File: config.mk
export PLATFORM = sky130hd
export DESIGN_NAME = bitmap_glyph_pixel_writer
export DESIGN_NICKNAME = d
export VERILOG_FILES = /design/src/hw/rtl/bgpw_pkg.sv /design/src/hw/rtl/bitmap_glyph_pixel_writer.sv /design/src/hw/rtl/bgpw_ctrl.sv /design/src/hw/rtl/bgpw_datapath.sv
export SDC_FILE = /design/constraint.sdc
export NUM_CORES = 2
export LEC_CHECK = 0
export BUFFER_PORTS_ARGS = -buffer_cell sky130_fd_sc_hd__buf_2
export CORE_ASPECT_RATIO = 0.8
export CORE_MARGIN = 2
export CORE_UTILIZATION = 40
export CTS_CLUSTER_DIAMETER = 200
export CTS_CLUSTER_SIZE = 20
export DETAILED_ROUTE_END_ITERATION = 10
export GPL_ROUTABILITY_DRIVEN = 0
export PLACE_DENSITY = 0.54
export SYNTH_ARGS = -nofsm -noshare
export SYNTH_HDL_FRONTEND = slang
export SYNTH_SLANG_ARGS = --single-unit
File: constraint.sdc
create_clock -name clk -period 6.15 [get_ports clk]
set_clock_uncertainty 0.05 [all_clocks]
set_input_delay 0.615 -clock clk [delete_from_list [all_inputs] [get_ports clk]]
set_output_delay 0.615 -clock clk [all_outputs]
set_load 0.02 [all_outputs]
File: src/hw/rtl/bgpw_pkg.sv
// Shared types, codes and constant tables for the bitmap glyph pixel writer.
`timescale 1ns / 1ps

package bgpw_pkg;

  typedef enum logic [1:0] {
    MODE_DRAW    = 2'd0,
    MODE_GLYPH   = 2'd1,
    MODE_PALETTE = 2'd2,
    MODE_PIXEL   = 2'd3
  } mode_t;

  typedef enum logic [2:0] {
    ST_IDLE  = 3'b001,
    ST_FETCH = 3'b010,
    ST_SCAN  = 3'b100
  } state_t;

  typedef struct packed {
    logic accept;
    logic fetch;
    logic emit;
  } cmd_t;

  typedef struct packed {
    logic req_draws;
    logic vis_empty;
    logic vis_last;
    logic out_free;
  } status_t;

  localparam int MODE_W    = 2;
  localparam int CODE_W    = 7;
  localparam int POS_W     = 6;
  localparam int XY_W      = 7;
  localparam int CI_W      = 4;
  localparam int MASK_W    = 15;
  localparam int COLOR_W   = 32;
  localparam int COORD_W   = 11;
  localparam int BIT_W     = 4;
  localparam int GLYPH_AW  = 7;

  localparam int S_DATA_W  = 80;
  localparam int M_DATA_W  = 48;

  localparam int CODE_LSB  = 0;
  localparam int POS_LSB   = CODE_LSB + CODE_W;
  localparam int BX_LSB    = POS_LSB + POS_W;
  localparam int BY_LSB    = BX_LSB + XY_W;
  localparam int CI_LSB    = BY_LSB + XY_W;
  localparam int MASK_LSB  = CI_LSB + CI_W;
  localparam int PVAL_LSB  = MASK_LSB + MASK_W;

  localparam logic [CODE_W-1:0] GLYPH_FIRST = 7'h20;
  localparam logic [CODE_W-1:0] GLYPH_LAST  = 7'h7e;
  localparam int GLYPH_SLOTS = 95;

  localparam logic [1:0] BIT_COL [0:14] = '{
    2'd0, 2'd1, 2'd2, 2'd0, 2'd1, 2'd2, 2'd0, 2'd1,
    2'd2, 2'd0, 2'd1, 2'd2, 2'd0, 2'd1, 2'd2
  };

  localparam logic [2:0] BIT_ROW [0:14] = '{
    3'd0, 3'd0, 3'd0, 3'd1, 3'd1, 3'd1, 3'd2, 3'd2,
    3'd2, 3'd3, 3'd3, 3'd3, 3'd4, 3'd4, 3'd4
  };

endpackage

File: src/hw/rtl/bitmap_glyph_pixel_writer.sv
// Top level of the bitmap glyph pixel writer: 3x5 text and pixel drawing.
`timescale 1ns / 1ps

// Requests arrive on the s_ group, one beat each; s_tuser carries the mode
// (draw character, load glyph, load palette entry, set pixel). Pixel writes
// leave on the m_ group, one beat per framebuffer write, m_tlast on the
// final write of a request. Loads are taken while idle and the block is
// ready again in the next cycle. A draw or set pixel reads the glyph and
// palette memories on acceptance (registered reads), builds the clipped
// mask in the fetch state, then scans one beat per visible pixel, clearing
// one mask bit each cycle while the output register is free. A request
// that is fully clipped or non-printable emits no write and returns to
// idle. The output register lets the last beat wait while the next
// request is taken. When the output register is full and m_tready is low
// the scan holds on the pending beat.
// Reset clears the sequencer and the output valid; the glyph store and the
// palette hold no defined value until loaded.

module bitmap_glyph_pixel_writer #(
  parameter int SCREEN_W     = 128,
  parameter int SCREEN_H     = 128,
  parameter int PALETTE_SIZE = 16
) (
  input  logic        clk,
  input  logic        rst,
  input  logic        s_tvalid,
  output logic        s_tready,
  // char_code[6:0], char_position[12:7], base_x[19:13], base_y[26:20],
  // color_index[30:27], glyph_mask[45:31], palette_value[77:46], zero[79:78]
  input  logic [79:0] s_tdata,
  // mode[1:0]
  input  logic [1:0]  s_tuser,
  output logic        m_tvalid,
  input  logic        m_tready,
  // pixel_x[6:0], pixel_y[13:7], pixel_color[45:14], zero[47:46]
  output logic [47:0] m_tdata,
  output logic        m_tlast
);

  bgpw_pkg::cmd_t    cmd;
  bgpw_pkg::status_t status;

  bgpw_ctrl u_ctrl (
    .clk      (clk),
    .rst      (rst),
    .s_tvalid (s_tvalid),
    .s_tready (s_tready),
    .status   (status),
    .cmd      (cmd)
  );

  bgpw_datapath #(
    .SCREEN_W     (SCREEN_W),
    .SCREEN_H     (SCREEN_H),
    .PALETTE_SIZE (PALETTE_SIZE)
  ) u_datapath (
    .clk      (clk),
    .rst      (rst),
    .cmd      (cmd),
    .status   (status),
    .in_data  (s_tdata),
    .in_mode  (s_tuser),
    .m_tready (m_tready),
    .m_tvalid (m_tvalid),
    .m_tdata  (m_tdata),
    .m_tlast  (m_tlast)
  );

`ifndef SYNTHESIS
  a_emit_free : assert property (@(posedge clk) disable iff (rst)
    cmd.emit |-> status.out_free)
    else $error("beat emitted into a full output register");

  a_no_emit_idle : assert property (@(posedge clk) disable iff (rst)
    s_tready |-> !cmd.emit)
    else $error("beat emitted while taking requests");

  a_last_idle : assert property (@(posedge clk) disable iff (rst)
    cmd.emit && status.vis_last |=> s_tready)
    else $error("not ready after the final write of a request");
`endif

endmodule

File: src/hw/rtl/bgpw_ctrl.sv
// Request sequencer: accept, fetch glyph and color, then scan out beats.
`timescale 1ns / 1ps

module bgpw_ctrl (
  input  logic              clk,
  input  logic              rst,
  input  logic              s_tvalid,
  output logic              s_tready,
  input  bgpw_pkg::status_t status,
  output bgpw_pkg::cmd_t    cmd
);

  bgpw_pkg::state_t state;
  bgpw_pkg::state_t state_next;

  always_ff @(posedge clk) begin
    if (rst) begin
      state <= bgpw_pkg::ST_IDLE;
    end else begin
      state <= state_next;
    end
  end

  always_comb begin
    state_next = state;
    s_tready   = 1'b0;
    cmd        = '0;
    case (state)
      bgpw_pkg::ST_IDLE: begin
        s_tready   = 1'b1;
        cmd.accept = s_tvalid;
        if (s_tvalid && status.req_draws) begin
          state_next = bgpw_pkg::ST_FETCH;
        end
      end
      bgpw_pkg::ST_FETCH: begin
        cmd.fetch  = 1'b1;
        state_next = bgpw_pkg::ST_SCAN;
      end
      bgpw_pkg::ST_SCAN: begin
        if (status.vis_empty) begin
          state_next = bgpw_pkg::ST_IDLE;
        end else if (status.out_free) begin
          cmd.emit = 1'b1;
          if (status.vis_last) begin
            state_next = bgpw_pkg::ST_IDLE;
          end
        end
      end
      default: begin
        state_next = bgpw_pkg::ST_IDLE;
      end
    endcase
  end

endmodule

File: src/hw/rtl/bgpw_datapath.sv
// Glyph and palette memories, clip mask, bit scan and output register.
`timescale 1ns / 1ps

module bgpw_datapath #(
  parameter int SCREEN_W     = 128,
  parameter int SCREEN_H     = 128,
  parameter int PALETTE_SIZE = 16
) (
  input  logic                              clk,
  input  logic                              rst,
  input  bgpw_pkg::cmd_t                    cmd,
  output bgpw_pkg::status_t                 status,
  input  logic [bgpw_pkg::S_DATA_W-1:0]     in_data,
  input  logic [bgpw_pkg::MODE_W-1:0]       in_mode,
  input  logic                              m_tready,
  output logic                              m_tvalid,
  output logic [bgpw_pkg::M_DATA_W-1:0]     m_tdata,
  output logic                              m_tlast
);

  localparam int PAL_DEPTH = (PALETTE_SIZE < 16) ? PALETTE_SIZE : 16;
  localparam int PAL_AW    = (PAL_DEPTH > 1) ? $clog2(PAL_DEPTH) : 1;

  logic [bgpw_pkg::CODE_W-1:0]  code;
  logic [bgpw_pkg::POS_W-1:0]   pos;
  logic [bgpw_pkg::XY_W-1:0]    bx;
  logic [bgpw_pkg::XY_W-1:0]    by;
  logic [bgpw_pkg::CI_W-1:0]    ci;
  logic [bgpw_pkg::MASK_W-1:0]  mask;
  logic [bgpw_pkg::COLOR_W-1:0] pval;
  logic                         printable;
  logic                         ci_ok;
  logic [bgpw_pkg::GLYPH_AW-1:0] glyph_addr;

  assign code = in_data[bgpw_pkg::CODE_LSB +: bgpw_pkg::CODE_W];
  assign pos  = in_data[bgpw_pkg::POS_LSB +: bgpw_pkg::POS_W];
  assign bx   = in_data[bgpw_pkg::BX_LSB +: bgpw_pkg::XY_W];
  assign by   = in_data[bgpw_pkg::BY_LSB +: bgpw_pkg::XY_W];
  assign ci   = in_data[bgpw_pkg::CI_LSB +: bgpw_pkg::CI_W];
  assign mask = in_data[bgpw_pkg::MASK_LSB +: bgpw_pkg::MASK_W];
  assign pval = in_data[bgpw_pkg::PVAL_LSB +: bgpw_pkg::COLOR_W];

  assign printable  = (code >= bgpw_pkg::GLYPH_FIRST) && (code <= bgpw_pkg::GLYPH_LAST);
  assign ci_ok      = 32'(ci) < PALETTE_SIZE;
  assign glyph_addr = code - bgpw_pkg::GLYPH_FIRST;

  assign status.req_draws = (in_mode == bgpw_pkg::MODE_DRAW) ||
                            (in_mode == bgpw_pkg::MODE_PIXEL);

  logic [bgpw_pkg::MASK_W-1:0]  glyph_mem [0:bgpw_pkg::GLYPH_SLOTS-1];
  logic [bgpw_pkg::COLOR_W-1:0] pal_mem [0:PAL_DEPTH-1];
  logic [bgpw_pkg::MASK_W-1:0]  glyph_q;
  logic [bgpw_pkg::COLOR_W-1:0] pal_q;

  always_ff @(posedge clk) begin
    if (cmd.accept && in_mode == bgpw_pkg::MODE_GLYPH && printable) begin
      glyph_mem[glyph_addr] <= mask;
    end
    if (cmd.accept) begin
      glyph_q <= glyph_mem[glyph_addr];
    end
  end

  always_ff @(posedge clk) begin
    if (cmd.accept && in_mode == bgpw_pkg::MODE_PALETTE && ci_ok) begin
      pal_mem[ci[PAL_AW-1:0]] <= pval;
    end
    if (cmd.accept) begin
      pal_q <= pal_mem[ci[PAL_AW-1:0]];
    end
  end

  logic                          pixel_r;
  logic                          printable_r;
  logic                          ci_ok_r;
  logic [bgpw_pkg::COORD_W-1:0]  x0;
  logic [bgpw_pkg::COORD_W-1:0]  y0;

  always_ff @(posedge clk) begin
    if (cmd.accept) begin
      pixel_r     <= in_mode == bgpw_pkg::MODE_PIXEL;
      printable_r <= printable;
      ci_ok_r     <= ci_ok;
      y0          <= bgpw_pkg::COORD_W'(by);
      if (in_mode == bgpw_pkg::MODE_PIXEL) begin
        x0 <= bgpw_pkg::COORD_W'(bx);
      end else begin
        x0 <= bgpw_pkg::COORD_W'(bx) + bgpw_pkg::COORD_W'({pos, 2'b00});
      end
    end
  end

  logic [2:0]                   col_ok;
  logic [4:0]                   row_ok;
  logic [bgpw_pkg::MASK_W-1:0]  src;
  logic [bgpw_pkg::MASK_W-1:0]  vis_fetch;
  logic [bgpw_pkg::MASK_W-1:0]  vis;
  logic [bgpw_pkg::MASK_W-1:0]  vis_rest;
  logic [bgpw_pkg::COLOR_W-1:0] color;
  logic [bgpw_pkg::BIT_W-1:0]   idx;

  always_comb begin
    for (int c = 0; c < 3; c++) begin
      col_ok[c] = (x0 + bgpw_pkg::COORD_W'(c)) < bgpw_pkg::COORD_W'(SCREEN_W);
    end
    for (int r = 0; r < 5; r++) begin
      row_ok[r] = (y0 + bgpw_pkg::COORD_W'(r)) < bgpw_pkg::COORD_W'(SCREEN_H);
    end
    if (pixel_r) begin
      src = bgpw_pkg::MASK_W'(1);
    end else if (printable_r) begin
      src = glyph_q;
    end else begin
      src = '0;
    end
    for (int b = 0; b < bgpw_pkg::MASK_W; b++) begin
      vis_fetch[b] = src[b] & col_ok[bgpw_pkg::BIT_COL[b]] & row_ok[bgpw_pkg::BIT_ROW[b]];
    end
  end

  always_comb begin
    idx = '0;
    for (int b = bgpw_pkg::MASK_W - 1; b >= 0; b--) begin
      if (vis[b]) begin
        idx = bgpw_pkg::BIT_W'(b);
      end
    end
  end

  assign vis_rest         = vis & (vis - bgpw_pkg::MASK_W'(1));
  assign status.vis_empty = vis == '0;
  assign status.vis_last  = vis_rest == '0;
  assign status.out_free  = !m_tvalid || m_tready;

  always_ff @(posedge clk) begin
    if (cmd.fetch) begin
      vis   <= vis_fetch;
      color <= ci_ok_r ? pal_q : '0;
    end else if (cmd.emit) begin
      vis <= vis_rest;
    end
  end

  logic [bgpw_pkg::XY_W-1:0] px;
  logic [bgpw_pkg::XY_W-1:0] py;

  assign px = bgpw_pkg::XY_W'(x0 + bgpw_pkg::COORD_W'(bgpw_pkg::BIT_COL[idx]));
  assign py = bgpw_pkg::XY_W'(y0 + bgpw_pkg::COORD_W'(bgpw_pkg::BIT_ROW[idx]));

  always_ff @(posedge clk) begin
    if (rst) begin
      m_tvalid <= 1'b0;
    end else if (cmd.emit) begin
      m_tvalid <= 1'b1;
    end else if (m_tready) begin
      m_tvalid <= 1'b0;
    end
  end

  always_ff @(posedge clk) begin
    if (cmd.emit) begin
      m_tdata <= {2'b00, color, py, px};
      m_tlast <= status.vis_last;
    end
  end

endmodule

# Word level (Yosys, flattened, before mapping)
# Memories as Yosys holds them, arrays and structs flattened. A register that Yosys moved wholly into a read port is not among the register bits.
# Index checks and enable logic that the tools add are counted.
word_totals:
  register_bits: 116
  ram_bits: 1937
  romBits: 80
  inputBits: 86
  word_cells: 133
  memories: 4
classes:
  addsub: 11
  n_lt_le_gt_ge: 11
  eq_ne: 9
  mux: 41
  n_bitwise: 32
  reduce_logical: 14
mem_list:
  columns: ["memory", "words", "width", "read_ports", "rd_ports_with_merged_regs", "wr", "line", "text"]
  rows:
  - ["u_datapath.glyph_mem", 95, 15, 1, 1, 1, "bgpw_datapath.sv:50", "logic [bgpw_pkg::MASK_W-1:0] glyph_mem [0:bgpw_pkg::GLYPH_SLOTS-1];"]
  - ["u_datapath.pal_mem", 16, 32, 1, 1, 1, "bgpw_datapath.sv:51", "logic [bgpw_pkg::COLOR_W-1:0] pal_mem [0:PAL_DEPTH-1];"]
  - ["(no name shown)", 16, 3, 1, 0, 0, "bgpw_datapath.sv:148", "assign py = bgpw_pkg::XY_W'(y0 + bgpw_pkg::COORD_W'(bgpw_pkg::BIT_ROW[idx]));"]
  - ["(no name shown)", 16, 2, 1, 0, 0, "bgpw_datapath.sv:147", "assign px = bgpw_pkg::XY_W'(x0 + bgpw_pkg::COORD_W'(bgpw_pkg::BIT_COL[idx]));"]
op_table:
  columns: ["op", "count"]
  rows:
  - ["$lt 11x8->1 const B", 6]
  - ["$mux 15", 4]
  - ["$mux 4", 15]
  - ["$and 1x1->1", 30]
  - ["$logic_not 15->1", 2]
  - ["$mux 3", 6]
  - ["$add 7x2->8 const B", 2]
  - ["$and 15x15->15", 1]
  - ["$sub 15x1->15 const B", 1]
  - ["$mux 1", 12]
  - ["$add 9x1->10 const B", 1]
  - ["$add 9x2->10 const B", 1]
  - ["$add 7x8->9", 1]
  - ["$lt 9x8->1 const B", 1]
  - ["$pmux 3 s3", 1]
  - ["$add 7x1->8 const B", 1]
  - ["$add 7x3->8 const B", 1]
  - ["$lt 7x8->1 const B", 1]
  - ["$add 7x2->7", 1]
  - ["$add 7x3->7", 1]
  - ["$ge 7x6->1 const B", 1]
  - ["$le 7x7->1 const B", 1]
  - ["$mux 7", 1]
  - ["$sub 7x6->7 const B", 1]
  - ["other kinds (16)", 25]

# Depth between registers and ports, before layout
logic_depth:
  ltp_word: 20
  mapped_depth: 17

# Hierarchy
# From an unflattened synthesis, not the netlist that was laid out.
unflattened:
  cells_unflattened: 4150
  area_unflattened_um2: 81099.0
modules_own_cells:
  columns: ["module", "n_inst", "cells_each", "area_each_um2"]
  rows:
  - ["bgpw_datapath", 1, 4135, 80952.6]
  - ["bgpw_ctrl", 1, 15, 146.4]

# Worst setup path before layout
# Ideal clock, no wire load.
synth_timing:
  path_kind: "register to register"
  start: "register u_ctrl.state[2]"
  end: "memory u_datapath.pal_mem[0][0] (netlist name) (enable)"
  arrival_ns: 5.338
  required_time_ns: 5.639
  path_slack_ns: 0.301
  path_stages_with_launch: 6
  n_path_buf: 0
  period_less_slack_ns: 5.849
  cell_sequence: "dfxtp_1 > nor3b_2 > and2_1 > nand2_1 > or3_1 > nor3_1"
synth_rtl:
  columns: ["item", "line", "text"]
  rows:
  - ["from (decl)", "bgpw_ctrl.sv:13", "bgpw_pkg::state_t state;"]
  - ["from (signal assigned)", "bgpw_ctrl.sv:18", "state <= bgpw_pkg::ST_IDLE;"]
  - ["from (signal assigned)", "bgpw_ctrl.sv:20", "state <= state_next;"]
  - ["to (decl)", "bgpw_datapath.sv:51", null]

==> flow_metrics.env <==
export IMPL_layout_cells_non_filler=7122
export IMPL_overflow=0
export IMPL_wl_per_cell_um=33.2
export IMPL_worstHoldPathType="in2reg"
export IMPL_min_period_over_period_pct=63.1
export IMPL_dieArea_um2=207000
export IMPL_syn_avg_cell_area_um2=19.4
export IMPL_first_pass_iters=6
export IMPL_antenna_found_initial=13
export IMPL_layout_nets=4525
export IMPL_clock_root_buffer="clkbuf_16"
export IMPL_outcome="finished, final reports clean"
export IMPL_detail_route_antenna_nets=0
export IMPL_p_switching_mw=5.73
export IMPL_area_growth_pct=9.98
export IMPL_tritoncts="yes"
export IMPL_vias=43000
export IMPL_synth_main_ff_cell="edfxtp_1"
export IMPL_grt_max_degree=96
export IMPL_remaining_drc_errors=0
export IMPL_pwr_share_clk_pct=31.1
export IMPL_p_sw_share_pct=22.5
export IMPL_port_buffer_count=132
export IMPL_layout_drive_gt1_share_pct=20.7
export IMPL_viasPerCell=6.04
export IMPL_critPathMaxFanout=12
export IMPL_nFillCells=17300
export IMPL_rsz0062_at_grt="false"
export IMPL_final_common_cell="edfxtp_1"
export IMPL_slew_viol_final=0
export IMPL_leakagePower_nw=27.9
export IMPL_coreArea_um2=201000
export IMPL_fin_crit_ns=3.88
export IMPL_ys_async_sr_fraction_pct=0
export IMPL_grt_first_pass_wirelength_um=328000
export IMPL_synthCells=4182
export IMPL_pwr_share_seq_pct=62.4
export IMPL_holdWs_ns=0.0762
export IMPL_power_mw=25.4
export IMPL_grt_pass1_vias=40800
export IMPL_place_ws_ns=1.74
export IMPL_fmax_mhz=258
export IMPL_internal_power_mw=19.7
export IMPL_chipHeight_um=407
export IMPL_hold_viol_final=0
export IMPL_report_final_setup_viol=0
export IMPL_row_count=147
export IMPL_drt_iter0_markers=5958
export IMPL_drt_total_wl_um=236000
export IMPL_start_util_pct=40.4
export IMPL_peakVddDrop_v=0.000247
export IMPL_clock_latency_ns=0.82
export IMPL_critPathKind="reg2reg"
export IMPL_ys_warn_count=0
export IMPL_ys_types=88
export IMPL_cp_end_kind="register"
export IMPL_final_cell_mix="2,096 x edfxtp_1, 245 x buf_4, 243 x mux4_2, 182 x nor2_1, 176 x mux2i_1"
export IMPL_io_pins=137
export IMPL_cts_buffers=114
export IMPL_ys_ff_latch=2100
export IMPL_setup_tns_ns=0
export IMPL_post_cts_buffers=0
export IMPL_grt_usage_pct=22.5
export IMPL_cts_buffer_depth=3
export IMPL_arrival_ns=4.28
export IMPL_die_w_um=508
export IMPL_tightest_slew_ns=1.26
export IMPL_ys_seq_area_share_pct=77.6
export IMPL_clock_sinks=2100
export IMPL_synth_edf_count=2096
export IMPL_clk_pin_slew_ns=0.08
export IMPL_hpwl_um=137000
export IMPL_fin_ws_ns=2.27
export IMPL_dp_cells=6971
export IMPL_htreeDepth=3
export IMPL_max_cap_viol_count=0
export IMPL_relSlewSlack_pct=15.9
export IMPL_syn_area_um2=81200
export IMPL_worstSetupStartpointType="register"
export IMPL_powerDensity_nw_per_um2=284
export IMPL_cp_data_required_time_ns=6.55
export IMPL_combPwrFrac_pct=6.5
-- synthesized netlist by cell type (94+ instances only) --
cell type,count,share of area [%]
a21oi_1,107,0.66
a221oi_1,166,1.8
a22oi_1,95,0.88
buf_2,104,0.64
clkbuf_1,95,0.44
edfxtp_1,2096,77
mux2_2,116,1.6
mux2i_1,176,2.2
mux4_2,243,6.7
nand2_1,116,0.54
nor2_1,199,0.92
o21ai_0,94,0.58
-- power groups by stage --
stage	logic [mW]	clock network (mW)	registers [mW]
2_1_floorplan	0.809	0	16.2
4_1_cts	1.63	8.06	15.9
6_report	1.64	7.91	15.9
3_5_place_dp	1.62	0	16.2
5_1_grt	1.71	8.50	15.9
3_3_place_gp	1.61	0	16.2
-- routing by layer --
layer,part of all wire (%),wire (um),track usage [%]
met5,0.011,27,0
met4,2.3,5380,5.13
met2,45,106000,33.7
met3,8.5,20100,4.04
met1,45,105000,34.1
-- kinds of logic after synthesis --
logic type      count (synthesis)  share of synthesized area (%)
other cells                     1                        0.00462
mux                           535                           10.5
buf+inv                       296                           1.80
flops                        2100                           77.6
fa+ha+maj                      25                          0.410
simple gates                  438                           2.44
xor+xnor                       14                          0.151
compound gates                773                           7.10
-- metrics by stage --
step	utilization [%]	instance area, um2
2_1_floorplan	-	81200
3_3_place_gp	42.8	86100
3_5_place_dp	42.8	86100
4_1_cts	44.4	89300
5_1_grt	44.4	89300
6_report	44.4	89300
-- timing repair --
item,CTS,global route
endpoints found under the hold margin,12,0
hold buffers,10,0
gates resized for setup,0,0
-- flip-flops by register name (all words and copies together) (netlist names), 3 cells and up --
signal and cells:
u_datapath.glyph_q 15, u_datapath.glyph_mem 1425, u_datapath.m_tdata 46, u_datapath.pal_mem 512, u_datapath.y0 7, u_datapath.vis 15
u_ctrl.state 3, u_datapath.color 32, u_datapath.x0 9, u_datapath.pal_q 32
-- layout make-up --
class | count | area (um2) | area share (%)
sequential | 2100 | 63000 | 70.5
tap | 2682 | 3360 | 3.76
clock buffer | 127 | 2900 | 3.25
multi-input combinational | 1787 | 16900 | 19.0
timing repair buffer | 382 | 2800 | 3.13
inverter | 30 | 116 | 0.130
clock inverter | 7 | 180 | 0.202
antenna | 7 | 17.5 | 0.0196
-- critical path, stage by stage (launching register included) --
cell and delay [ns]:
dfxtp_1 0.33, nor3b_2 0.42, and2_4 0.22, nand2_1 0.24
a211oi_4 0.58, nand3_2 0.67, nor2_1 0.64, buf_4 0.35
-- path summary, 6_finish.rpt --
check,start,endpoint,slack (ns),cells after the start
min,s_tdata[17],u_datapath.x0[4]$_DFFE_PP_,0.08,3
max reg2reg,u_ctrl.state[2]$_SDFFE_PP0P_,u_datapath.glyph_mem[28][6]$_DFFE_PP_,2.27,7
max,u_ctrl.state[2]$_SDFFE_PP0P_,u_datapath.glyph_mem[28][6]$_DFFE_PP_,2.27,7
min reg2reg,u_datapath.pal_q[31]$_DFFE_PP_,u_datapath.color[31]$_DFFE_PP_,0.37,0
(Power assumes the default switching activity.)
